## src/rtl/csvt_pkg.sv

```systemverilog
// Shared types and character codes for the CSV byte tokenizer.
`default_nettype none

package csvt_pkg;

   // Character codes
   localparam logic [7:0] CH_LF    = 8'h0A;
   localparam logic [7:0] CH_CR    = 8'h0D;
   localparam logic [7:0] CH_COMMA = 8'h2C;
   localparam logic [7:0] CH_QUOTE = 8'h22;

   // Parser state codes
   localparam logic [2:0] ST_ROW_START   = 3'd0;
   localparam logic [2:0] ST_FIELD_START = 3'd1;
   localparam logic [2:0] ST_UNQUOTED    = 3'd2;
   localparam logic [2:0] ST_QUOTED      = 3'd3;
   localparam logic [2:0] ST_AFTER_QUOTE = 3'd4;

   // Error codes
   localparam logic [1:0] ERR_NONE         = 2'd0;
   localparam logic [1:0] ERR_QUOTE_IN_RAW = 2'd1;
   localparam logic [1:0] ERR_EOF_IN_QUOTE = 2'd2;
   localparam logic [1:0] ERR_AFTER_QUOTE  = 2'd3;

   typedef struct packed {
      logic [2:0] parse_state;
      logic       swallow_linefeed;
      logic [1:0] sticky_error;
   } csvt_state_type;

   typedef struct packed {
      logic       char_valid;
      logic [7:0] char_out;
      logic       field_end;
      logic       row_end;
      logic       stream_end;
      logic [1:0] error_code;
   } csvt_result_type;

endpackage

`default_nettype wire

```

## src/rtl/csv_byte_tokenizer_top.sv

```systemverilog
// Top level of the CSV byte tokenizer: input stage, parser state, result register.
// Each word taken on req_ passes through the input register and then the result register
//    before it is presented on rsp_; one result word per input word.
// Throughput: one word per cycle while rsp_ready stays high; the parser step is combinational
//    between the input and result registers; a stalled rsp_ backs up into req_ready once both stages are full.
// Reset (synchronous, active high): empty both stages, return to row start, clear flags.
`default_nettype none

module csv_byte_tokenizer_top
   import csvt_pkg::*;
(
   input  wire logic        clock,
   input  wire logic        reset,
   input  wire logic        req_valid,
   output logic             req_ready,
   input  wire logic [7:0]  req_data_byte,
   input  wire logic        req_end_of_input,
   output logic             rsp_valid,
   input  wire logic        rsp_ready,
   output logic             rsp_char_valid,
   output logic [7:0]       rsp_char_out,
   output logic             rsp_field_end,
   output logic             rsp_row_end,
   output logic             rsp_stream_end,
   output logic [1:0]       rsp_error_code
);

   // Input stage
   logic            in_valid_ff, in_valid_in;
   logic [7:0]      in_byte_ff;
   logic            in_eoi_ff;

   // Parser state
   csvt_state_type  state_ff, state_in;

   // Result stage
   logic            out_valid_ff, out_valid_in;
   csvt_result_type out_ff;

   csvt_state_type  step_state;
   csvt_result_type step_result;
   logic            advance;
   logic            req_take;

   // Advance the input word into the result register when the result slot is
   // empty or being drained this cycle.
   assign advance   = in_valid_ff && (!out_valid_ff || rsp_ready);
   assign req_ready = !in_valid_ff || advance;
   assign req_take  = req_valid && req_ready;

   csvt_step u_step (
      .data_byte    (in_byte_ff),
      .end_of_input (in_eoi_ff),
      .cur_state    (state_ff),
      .nxt_state    (step_state),
      .result       (step_result)
   );

   always_comb begin
      in_valid_in  = in_valid_ff;
      out_valid_in = out_valid_ff;
      state_in     = state_ff;
      if (out_valid_ff && rsp_ready) begin
         out_valid_in = 1'b0;
      end
      if (advance) begin
         // commit the parser step only when its result is latched
         out_valid_in = 1'b1;
         state_in     = step_state;
         in_valid_in  = 1'b0;
      end
      if (req_take) begin
         in_valid_in = 1'b1;
      end
   end

   always_ff @(posedge clock) begin
      if (reset) begin
         in_valid_ff  <= 1'b0;
         out_valid_ff <= 1'b0;
         state_ff     <= '{parse_state: ST_ROW_START, swallow_linefeed: 1'b0,
                           sticky_error: ERR_NONE};
      end else begin
         in_valid_ff  <= in_valid_in;
         out_valid_ff <= out_valid_in;
         state_ff     <= state_in;
      end
   end

   // Payload registers: input loads on handshake, result loads on advance, no reset needed
   always_ff @(posedge clock) begin
      if (req_take) begin
         in_byte_ff <= req_data_byte;
         in_eoi_ff  <= req_end_of_input;
      end
      if (advance) begin
         out_ff <= step_result;
      end
   end

   assign rsp_valid      = out_valid_ff;
   assign rsp_char_valid = out_ff.char_valid;
   assign rsp_char_out   = out_ff.char_out;
   assign rsp_field_end  = out_ff.field_end;
   assign rsp_row_end    = out_ff.row_end;
   assign rsp_stream_end = out_ff.stream_end;
   assign rsp_error_code = out_ff.error_code;

`ifndef SYNTHESIS
   // A sticky error never changes until reset
   a_sticky_hold: assert property (@(posedge clock) disable iff (reset)
      (state_ff.sticky_error != ERR_NONE) |=> $stable(state_ff.sticky_error))
      else $error("sticky error changed");

   // An error word carries nothing else
   a_error_alone: assert property (@(posedge clock) disable iff (reset)
      (out_valid_ff && (out_ff.error_code != ERR_NONE)) |->
      (!out_ff.char_valid && !out_ff.field_end && !out_ff.row_end && !out_ff.stream_end))
      else $error("error word carries other marks");

   // A row end always closes a field
   a_row_closes_field: assert property (@(posedge clock) disable iff (reset)
      (out_valid_ff && out_ff.row_end) |-> out_ff.field_end)
      else $error("row end without field end");

   // A data byte never comes with a field end
   a_char_not_end: assert property (@(posedge clock) disable iff (reset)
      (out_valid_ff && out_ff.char_valid) |-> !out_ff.field_end)
      else $error("data byte with field end");

   // A pending LF swallow only exists right after a row ended
   a_swallow_at_row_start: assert property (@(posedge clock) disable iff (reset)
      state_ff.swallow_linefeed |-> (state_ff.parse_state == ST_ROW_START))
      else $error("swallow flag outside row start");
`endif

endmodule

`default_nettype wire

```

## src/rtl/csvt_step.sv

```systemverilog
// Next-state and result logic for one word of the CSV tokenizer.
`default_nettype none

module csvt_step
   import csvt_pkg::*;
(
   input  wire logic [7:0]      data_byte,
   input  wire logic            end_of_input,
   input  wire csvt_state_type  cur_state,
   output csvt_state_type       nxt_state,
   output csvt_result_type      result
);

   logic is_eor;
   logic is_quote;
   logic is_comma;

   assign is_eor   = end_of_input || (data_byte == CH_LF) || (data_byte == CH_CR);
   assign is_quote = !end_of_input && (data_byte == CH_QUOTE);
   assign is_comma = !end_of_input && (data_byte == CH_COMMA);

   always_comb begin
      logic end_row;
      end_row   = 1'b0;
      nxt_state = cur_state;
      result    = '0;

      if (cur_state.sticky_error != ERR_NONE) begin
         // hold the first error forever
         result.error_code = cur_state.sticky_error;
      end else begin
         nxt_state.swallow_linefeed = 1'b0;
         if (cur_state.swallow_linefeed && !end_of_input && (data_byte == CH_LF)) begin
            // drop the LF of a CR-LF pair
         end else begin
            unique case (cur_state.parse_state)
               ST_UNQUOTED: begin
                  if (is_eor) begin
                     end_row = 1'b1;
                  end else if (is_comma) begin
                     result.field_end      = 1'b1;
                     nxt_state.parse_state = ST_FIELD_START;
                  end else if (is_quote) begin
                     nxt_state.sticky_error = ERR_QUOTE_IN_RAW;
                     result.error_code      = ERR_QUOTE_IN_RAW;
                  end else begin
                     result.char_valid = 1'b1;
                     result.char_out   = data_byte;
                  end
               end
               ST_QUOTED: begin
                  if (end_of_input) begin
                     nxt_state.sticky_error = ERR_EOF_IN_QUOTE;
                     result.error_code      = ERR_EOF_IN_QUOTE;
                  end else if (is_quote) begin
                     nxt_state.parse_state = ST_AFTER_QUOTE;
                  end else begin
                     result.char_valid = 1'b1;
                     result.char_out   = data_byte;
                  end
               end
               ST_AFTER_QUOTE: begin
                  if (is_eor) begin
                     end_row = 1'b1;
                  end else if (is_quote) begin
                     result.char_valid     = 1'b1;
                     result.char_out       = CH_QUOTE;
                     nxt_state.parse_state = ST_QUOTED;
                  end else if (is_comma) begin
                     result.field_end      = 1'b1;
                     nxt_state.parse_state = ST_FIELD_START;
                  end else begin
                     nxt_state.sticky_error = ERR_AFTER_QUOTE;
                     result.error_code      = ERR_AFTER_QUOTE;
                  end
               end
               default: begin
                  // row start, field start, and unused codes
                  if ((cur_state.parse_state != ST_FIELD_START) && end_of_input) begin
                     result.stream_end     = 1'b1;
                     nxt_state.parse_state = ST_ROW_START;
                  end else if (is_quote) begin
                     nxt_state.parse_state = ST_QUOTED;
                  end else if (is_eor) begin
                     end_row = 1'b1;
                  end else if (is_comma) begin
                     result.field_end      = 1'b1;
                     nxt_state.parse_state = ST_FIELD_START;
                  end else begin
                     result.char_valid     = 1'b1;
                     result.char_out       = data_byte;
                     nxt_state.parse_state = ST_UNQUOTED;
                  end
               end
            endcase

            if (end_row) begin
               result.field_end           = 1'b1;
               result.row_end             = 1'b1;
               result.stream_end          = end_of_input;
               nxt_state.swallow_linefeed = !end_of_input && (data_byte == CH_CR);
               nxt_state.parse_state      = ST_ROW_START;
            end
         end
      end
   end

endmodule

`default_nettype wire
```

## config.mk

```make
export PLATFORM = sky130hd
export DESIGN_NAME = csv_byte_tokenizer_top
export DESIGN_NICKNAME = d
export VERILOG_FILES = /design/src/rtl/csvt_pkg.sv /design/src/rtl/csv_byte_tokenizer_top.sv /design/src/rtl/csvt_step.sv
export SDC_FILE = /design/constraint.sdc
export NUM_CORES = 1
export LEC_CHECK = 0
export BUFFER_PORTS_ARGS = -buffer_cell sky130_fd_sc_hd__buf_2
export CAP_MARGIN = 10
export CORE_MARGIN = 10
export CORE_UTILIZATION = 38
export DETAILED_ROUTE_END_ITERATION = 6
export GPL_TIMING_DRIVEN = 0
export PLACE_DENSITY = 0.65
export SKIP_LAST_GASP = 1
export SLEW_MARGIN = 25
export SYNTH_ARGS = -nofsm -noshare
export SYNTH_HDL_FRONTEND = slang
export SYNTH_SLANG_ARGS = --single-unit
```

## constraint.sdc

```tcl
create_clock -name clock -period 2.3 [get_ports clock]
set_input_delay 0.345 -clock clock [delete_from_list [all_inputs] [get_ports clock]]
set_output_delay 0.345 -clock clock [all_outputs]
set_load 0.005 [all_outputs]
```

# Yosys cells after proc, flatten, opt, wreduce, memory -nomap -nowiden
# Index checks and enable logic that the tools add are counted.
dict set report totals {
  input_bits 13
  out_inout_bits 16
  elab_cells 119
  regBits 31
}
dict set report classes {
  bitwise_logic 2
  n_mux 58
  n_eq_ne 20
  n_reduce_logical 26
}
# cell count
set ops {}
lappend ops {{10-bit two-way mux} 5}
lappend ops {{9-bit two-way mux} 5}
lappend ops {{3-bit two-way mux} 11}
lappend ops {{2-bit two-way mux} 16}
lappend ops {{9-bit one-hot mux with 3 select lines} 1}
lappend ops {{8-bit by 4-bit equality test with 1-bit output, second input constant} 2}
lappend ops {{8-bit by 6-bit equality test with 1-bit output, second input constant} 2}
lappend ops {{1-bit two-way mux} 14}
lappend ops {{2-bit inequality test, second input constant} 6}
lappend ops {{2-bit one-hot mux with 3 select lines} 2}
lappend ops {{11-bit AND reduction} 1}
lappend ops {{1-bit logical AND} 9}
lappend ops {{3-bit one-hot mux with 3 select lines} 1}
lappend ops {{8-bit AND reduction} 1}
lappend ops {{3-bit by 2-bit equality test with 1-bit output, second input constant} 2}
lappend ops {{3-bit by 1-bit inequality test with 1-bit output, second input constant} 2}
lappend ops {{3-bit inequality test, second input constant} 2}
lappend ops {{2-bit nonzero test} 3}
lappend ops {{1-bit logical OR} 4}
lappend ops {{4-bit two-way mux} 1}
lappend ops {{4-bit inequality test, second input constant} 1}
lappend ops {{2-bit OR reduction} 2}
lappend ops {{3-bit equality test, second input constant} 1}
lappend ops {{1-bit logical NOT} 3}
lappend ops {{other kinds (8)} 9}

# Longest topological paths before layout
# Gate-level depths: netlist (run 1).
dict set report depth {
  ltp_word 11
  ltp_mapped 7
  ltp_nobuf 5
}

# Hierarchy
# Synthesis (run 1) repeated with hierarchy kept, for this count alone.
dict set report unflattened {
  hier_cells 170
  hier_area_um2 1810.5
}
# mod cells_each area_each_um2 seq_area_each_um2 instances
set by_module_without_submodules {}
lappend by_module_without_submodules {csv_byte_tokenizer_top 59 1048.5 850.8 1}
lappend by_module_without_submodules {csvt_step 111 762.0 0.0 1}

# Worst setup path before layout (run 1)
# OpenSTA, ideal clock, no wires.
dict set report synth_timing {
  kind {register to register}
  start {register in_byte_ff[4]}
  end {register out_ff, in the netlist rsp_char_valid, data pin}
  path_stages_with_launch 8
  setup_time_ns 0.259
  path_slack_ns 0.150
  t_arrival_ns 1.891
  path_buffers 2
  t_required_ns 2.041
  period_less_slack_ns 2.150
  path_cell_list {edfxtp_1 -> or4b_1 -> buf_6 -> o21ai_1 -> o32ai_1 -> and3_1 -> buf_2 -> or2_1}
}
dict set report synth_between {
  elab_chain_len 7
  word_cells_on_any_way 21
  classes_between {4 x eq/ne; 11 x mux; 6 x reduce/logical}
}
# element line
set synth_lines {}
lappend synth_lines {{from (decl)} csv_byte_tokenizer_top.sv:30} ;# logic [7:0] in_byte_ff;
lappend synth_lines {{from (signal assigned)} csv_byte_tokenizer_top.sv:93} ;# in_byte_ff <= req_data_byte;
lappend synth_lines {{8-bit by 6-bit equality test with 1-bit output / 8-bit by 4-bit equality test with 1-bit output (equally long branches)} {csvt_step.sv:20, csvt_step.sv:18, csvt_step.sv:33}}
lappend synth_lines {{1-bit logical AND / 1-bit logical OR (equally long branches)} {csvt_step.sv:20, csvt_step.sv:18}}
lappend synth_lines {{9-bit two-way mux / 1-bit logical OR (equally long branches)} {csvt_step.sv:86, csvt_step.sv:18}}
lappend synth_lines {{10-bit two-way mux} csvt_step.sv:84} ;# end else if (is_eor) begin
lappend synth_lines {{10-bit two-way mux} csvt_step.sv:82} ;# end else if (is_quote) begin
lappend synth_lines {{10-bit two-way mux} csvt_step.sv:79} ;# if ((cur_state.parse_state != ST_FIELD_START) && end_of_input) begin
lappend synth_lines {{9-bit one-hot mux with 3 select lines} csvt_step.sv:36} ;# unique case (cur_state.parse_state)
lappend synth_lines {{to (signal assigned)} csv_byte_tokenizer_top.sv:97} ;# out_ff <= step_result;
lappend synth_lines {{to (decl)} csv_byte_tokenizer_top.sv:38} ;# csvt_result_type out_ff;
# Several ways; a longest one is shown, not always the timed one.
# A chain may end at the register's enable or synchronous reset.

# Final worst setup path (run 1)
dict set report layout_timing {
  start {register in_byte_ff[3]}
  end {register out_ff, in the netlist rsp_char_valid, data pin}
}
# The elaborated chain is that of the path after synthesis.

==> metrics, run 1 <==
most common cell in the netlist=edfxtp_1; area share of the largest cell type after synthesis=43.09%; Worst-Margin Slew=0.7295 ns; ys async rst share=0%; Antenna Nets Post-Route=0; total power=1.179 mW; Worst Reg2Reg Path Length in Cells=6; Multi-input gate area=714.4 um2; max-slew violations=0; outcome=complete, no violations; Pwr per Cell Area=591.0 nW/um2; number of inserted diodes=0; clock root cell=clkbuf_8; Synth top cells by count=edfxtp_1 (23), nor2_1 (14), a21oi_1 (10); I/O Pins=29; Hold Vio Cnt, Final=0; Util after Layout=49.50%; CP required=2.34 ns; Endpoint, Worst Hold=in_byte_ff[4]; clk_lat worst skew=0.28 ns; Layout fillers=387; hold path start=req_data_byte[4]; Placeable Area=4029 um2; clock buffer depth=2; register area=850.8 um2; DRT Pass-1 Iters=4; Syn. warnings=0; Final nets=205; CP Max Fanout=9; FMAX=450.0 MHz; Post-synth EDFFs=23; worst min path class=primary input to flip-flop; via/cell ratio=5.583; Synth area leaders=edfxtp_1 (43%), dfxtp_1 (10%), nor2_1 (3.3%); GR Overflow Total=0; WL final=3.857 mm; # DRC=0; R2R Setup Slk=0.08 ns; post-synth top area cell=edfxtp_1; Gate Count Post-Synth=147; final worst path period need=2.222 ns; vias in the first global route=1,337; max cap viols=0; FP Rows=23; CP Class=flip-flop to flip-flop; total track usage=10.70%; Sink Count=31; DR vias=1,351; drt wl/cell=15.94 um; IO buf count=27; Layout area overhead=24.43%; Place WS=-0.01403 ns; global-route wire length before repair=6.279 mm; Final setup viols=0; Unique masters post-synth=45; Die ar.=7216 um2; CTS Buf Count=5; worst-case clock skew=0.006086 ns; Final Cycle Share=96.61%; Placement Cell Area=1803 um2; setup ws final=0.07792 ns; R2R Path Start=in_byte_ff[3]; CP arrival=2.26 ns; H-tree levels=2; Yosys reg bits=31; leak pwr=0.7534 nW; CTS Hold Buffers Added=0; initial antenna violation count=0; Final Cell Area=1994 um2; pin count of the biggest net entering global routing=15; Synthesized Nets=160; Placer Congestion=0.8735; reg2reg end=rsp_char_valid; synthesized cell area=1603 um2; share of cells above drive strength 1=29.69%; register area share after synthesis=53.08%; Synth Flop Type=edfxtp_1; slew margin rel.=51.15%; Syn Area/Cell=10.90 um2; CTS tree=done; Critical Path Start Type=flip-flop; violation count after the first detailed-routing iteration=148; CP endpoint kind=flip-flop; Starting Density=39.78%; Hold Crit Depth=1; die height=84.95 um; post-DP HPWL=2.798 mm; Worst-path clk slew=0.06 ns; Max IR drop VDD=0.0003675 V; Die Width=84.95 um
layer usage:
layer | wire length, um | track usage [%]
met4 | 61 | 4.940
met5 | 0 | 0
met1 | 1621 | 12.37
met3 | 270 | 4.398
met2 | 1903 | 16.83
how the worst max path moves through the flow:
stage	start	endpoint	slack (ns)	depth (start not counted)
2_1_floorplan	in_byte_ff[4]	rsp_char_valid	0.15	7
3_3_place_gp	in_eoi_ff	rsp_char_valid	-0.02	6
3_5_place_dp	in_eoi_ff	rsp_char_valid	-0.01	6
4_1_cts	in_byte_ff[4]	rsp_char_valid	0.02	7
5_1_grt	in_byte_ff[3]	rsp_char_valid	-0.02	6
6_report	in_byte_ff[3]	rsp_char_valid	0.08	6
power breakdown:
part | leakage [nW] | total [mW] | internal (mW) | switching (mW)
clock | 0.0414 | 0.390 | 0.201 | 0.189
combinational | 0.425 | 0.143 | 0.0646 | 0.0785
sequential | 0.287 | 0.646 | 0.632 | 0.0138
kinds of logic after synthesis:
kind of cell	share of synthesized area (%)
flip-flops	53.08
buffers and inverters	3.903
AND/OR/NAND/NOR	23.19
AO/OA/AOI/OAI	19.20
multiplexers	0.6245
cells in the final DEF, fill, tap and decap left out, types with 3 or more instances in the layout:
cell type  synthesis  layout
buf_2              2      27
nor3_1             4       4
nand2_1            7       7
nand3_1            3       3
nor2_1            14      14
a221oi_1           3       3
o21ai_0            6       6
buf_4              0      12
and2_1             8       8
nor2b_1            4       3
dfxtp_1            8       8
nand2b_1           5       5
inv_1              5       5
a21oi_1           10      10
clkbuf_1           6       6
clkbuf_8           0       5
edfxtp_1          23      23
what timing repair did:
action | CTS | global route
pin swaps | 0 | 3
resized for setup | 2 | 5
setup endpoints to repair | 1 | 9
setup buffers | 2 | 10
layout make-up:
type	count	share of cell area, %
Timing Repair Buffer	39	11.29
Sequential cell	31	42.66
Clock buffer	5	3.450
Inverter	5	0.9410
Multi-Input combinational cell	102	35.82
Tap cell	50	3.137
Buffer	8	2.258
Clock inverter	2	0.4391
stage by stage:
stage	hold slack [ns]	TNS [ns]	std cells
after floorplan	0.4404	0	147
after global placement	0.4640	-0.02040	224
final	0.2330	0	242
after CTS	0.2253	0	233
after detailed placement	0.4757	-0.01403	224
after global routing	0.2246	-0.02325	242
sequential cells by signal, summed over array words and instances (netlist names):
name            cells
in_eoi_ff           1
rsp_row_end         1
in_byte_ff          8
rsp_char_valid      1
rsp_char_out        8
rsp_valid           1
in_valid_ff         1
rsp_error_code      2
rsp_stream_end      1
state_ff            6
rsp_field_end       1
worst max-delay path, stage by stage (launching register included):
cell and delay, ns:
edfxtp_1 0.46, or4b_4 0.57, buf_6 0.15, o21ai_2 0.16, o32ai_1 0.11, and3_1 0.27, or2_1 0.24
No activity file was read; power rests on OpenSTA's default activity.
==> run 2, diff against run 1 <==
--- a/config.mk
+++ b/config.mk
@@ -7,8 +7,10 @@
 export LEC_CHECK = 0
 export BUFFER_PORTS_ARGS = -buffer_cell sky130_fd_sc_hd__buf_2
 export CAP_MARGIN = 10
+export CORE_ASPECT_RATIO = 2
 export CORE_MARGIN = 10
 export CORE_UTILIZATION = 38
+export CTS_CLUSTER_SIZE = 28
 export DETAILED_ROUTE_END_ITERATION = 6
 export GPL_TIMING_DRIVEN = 0
 export PLACE_DENSITY = 0.65
==> metrics, run 2 (same netlist as run 1, synthesis figures left out) <==
IO buf count=27 (unchanged); Die ar.=7373 um2 (+2.2%); number of inserted diodes=0 (unchanged); CTS tree=done; Antenna Nets Post-Route=0 (unchanged); total track usage=11.31% (+0.61 points); DRT Pass-1 Iters=7 (+3); global-route wire length before repair=6.568 mm (+4.6%); final hold slack=0.2286 ns (-0.004401 ns); clock root cell=clkbuf_8; Final nets=198 (-3.4%); Final Cycle Share=97.65% (+1.0 points); Layout fillers=376 (-2.8%); CP arrival=2.30 ns (+0.04 ns); delay-heaviest family, CP=simple AND/OR/NAND/NOR gates; Endpoint, Worst Hold=in_byte_ff[3]; Sink Count=31 (unchanged); commonest non-fill, non-tap cell in the layout=buf_2; CP Class=flip-flop to flip-flop; share of cells above drive strength 1=27.96% (-1.7 points); I/O Pins=29 (unchanged); pin count of the biggest net entering global routing=15 (unchanged); Hold Vio Cnt, Final=0 (unchanged); Worst-path clk slew=0.07 ns (about the same); Worst Path Buf+Inv=2 (+1); WL final=4.087 mm (+6.0%); final worst path period need=2.246 ns (+0.02398 ns); R2R Setup Slk=0.05 ns (-0.02 ns); # DRC=0 (unchanged); Critical Path Start Type=flip-flop; via/cell ratio=5.710 (+2.3%); highest-count cells in the layout ignoring fill and taps=buf_2 (28), edfxtp_1 (23), nor2_1 (14); Final setup viols=0 (unchanged); CP Cell Sequence=or4b_1 > buf_4 > o21ai_4 > o32ai_1 > and3_1 > buf_2 > or2_1; Max IR drop VDD=0.0005352 V (+46%); worst min path class=primary input to flip-flop; Hold Crit Depth=1 (unchanged); drt wl/cell=17.17 um (+7.7%); die height=111.8 um (+32%); hold path start=req_data_byte[3]; unrepaired setup endpoints after global routing=yes; max-slew violations=0 (unchanged); initial antenna violation count=0 (unchanged); post-DP HPWL=3.063 mm (+9.5%); worst-case clock skew=0.009322 ns (+0.003236 ns); R2R Path Start=in_byte_ff[0]; slew margin rel.=53.60% (+2.4 points); CTS Hold Buffers Added=0 (unchanged); Worst Reg2Reg Path Length in Cells=7 (+1); Critical Path Slowest Stage Cell=or4b_1; vias in the first global route=1,378 (+3.1%); violation count after the first detailed-routing iteration=57 (-61%); CP Max Fanout=9 (unchanged); Layout area overhead=23.58%; outcome=complete, no violations; leak pwr=0.7370 nW (-2.2%); reg2reg end=rsp_char_valid; Starting Density=39.21% (-0.57 points); register area=850.8 um2 (unchanged); Placer Congestion=0.8410 (-3.7%); DR vias=1,359 (+0.59%); FP Rows=33 (+43%); Multi-input gate area=718.2 um2 (+0.53%); max cap viols=0 (unchanged); setup ws final=0.05394 ns (-0.02398 ns); GR Overflow Total=0 (unchanged); CP endpoint kind=flip-flop; Place WS=-0.04925 ns (-0.03522 ns); Worst-Margin Slew=0.6929 ns (-0.03656 ns); Pwr per Cell Area=667.6 nW/um2 (+13%); FMAX=445.2 MHz (-1.1%); CTS Buf Count=5 (unchanged); Placeable Area=4088 um2 (+1.5%); Die Width=65.93 um (-22%); H-tree levels=2 (unchanged); CP peak stage delay=0.56 ns (about the same); clk_lat worst skew=0.29 ns (about the same); CP required=2.35 ns (about the same); clock buffer depth=2 (unchanged)
-- run 2: timing repair --
action,4_1_cts,5_1_grt
pin swaps,0,1
endpoints found under the hold margin,0,0
resized for setup,3,3
setup endpoints to repair,3,11
buffers inserted,2,3
-- run 2: power by group --
| group | switching [mW] | internal, mW | leakage (nW) |
|---|---|---|---|
| clock | 0.218 | 0.322 | 0.0581 |
| sequential | 0.0168 | 0.632 | 0.287 |
| combinational | 0.0750 | 0.0583 | 0.392 |
| total | 0.310 | 1.01 | 0.737 |
-- run 2: per-layer routing --
metal	routed length [um]	vias up	track usage, %
li1	-	636	-
met4	154	0	7.902
met5	0	-	0
met3	275	18	3.313
met2	2228	65	19.39
met1	1428	640	10.95
-- run 2: how the worst max path moves through the flow --
stage	startpoint	end	slack [ns]	depth (start not counted)
floorplan	in_byte_ff[4]	rsp_char_valid	0.15	7
detailed placement	in_byte_ff[0]	rsp_char_valid	-0.05	7
finish	in_byte_ff[0]	rsp_char_valid	0.05	7
global route	in_byte_ff[0]	rsp_char_valid	-0.05	7
global placement	in_eoi_ff	rsp_char_valid	-0.04	6
CTS	in_byte_ff[4]	rsp_char_valid	0.02	7
-- run 2: cell type report --
class,instances,area share (%)
sequential,31,42.96
multi-input combinational,102,36.26
timing repair buffer,32,8.718
clock buffer,5,3.474
tap,52,3.285
clock inverter,3,2.211
buffer,8,2.148
inverter,5,0.9476
-- run 2: worst reg2reg max path, cell delays in order, from the launching register on --
cell and delay (ns):
edfxtp_1 0.44, or4b_1 0.56, buf_4 0.19, o21ai_4 0.15, o32ai_1 0.10, and3_1 0.19
buf_2 0.15, or2_1 0.22
-- run 2: stage by stage --
stage | setup TNS, ns | area (um2) | total power [mW] | std cells | util [%]
2_1_floorplan | 0 | 1603 | 0.7376 | 147 | -
3_3_place_gp | -0.03751 | 1803 | 0.7828 | 226 | 44.11
3_5_place_dp | -0.04925 | 1805 | 0.7860 | 226 | 44.17
4_1_cts | 0 | 1952 | 1.324 | 236 | 47.75
5_1_grt | -0.05285 | 1981 | 1.377 | 238 | 48.45
6_report | 0 | 1981 | 1.322 | 238 | 48.45
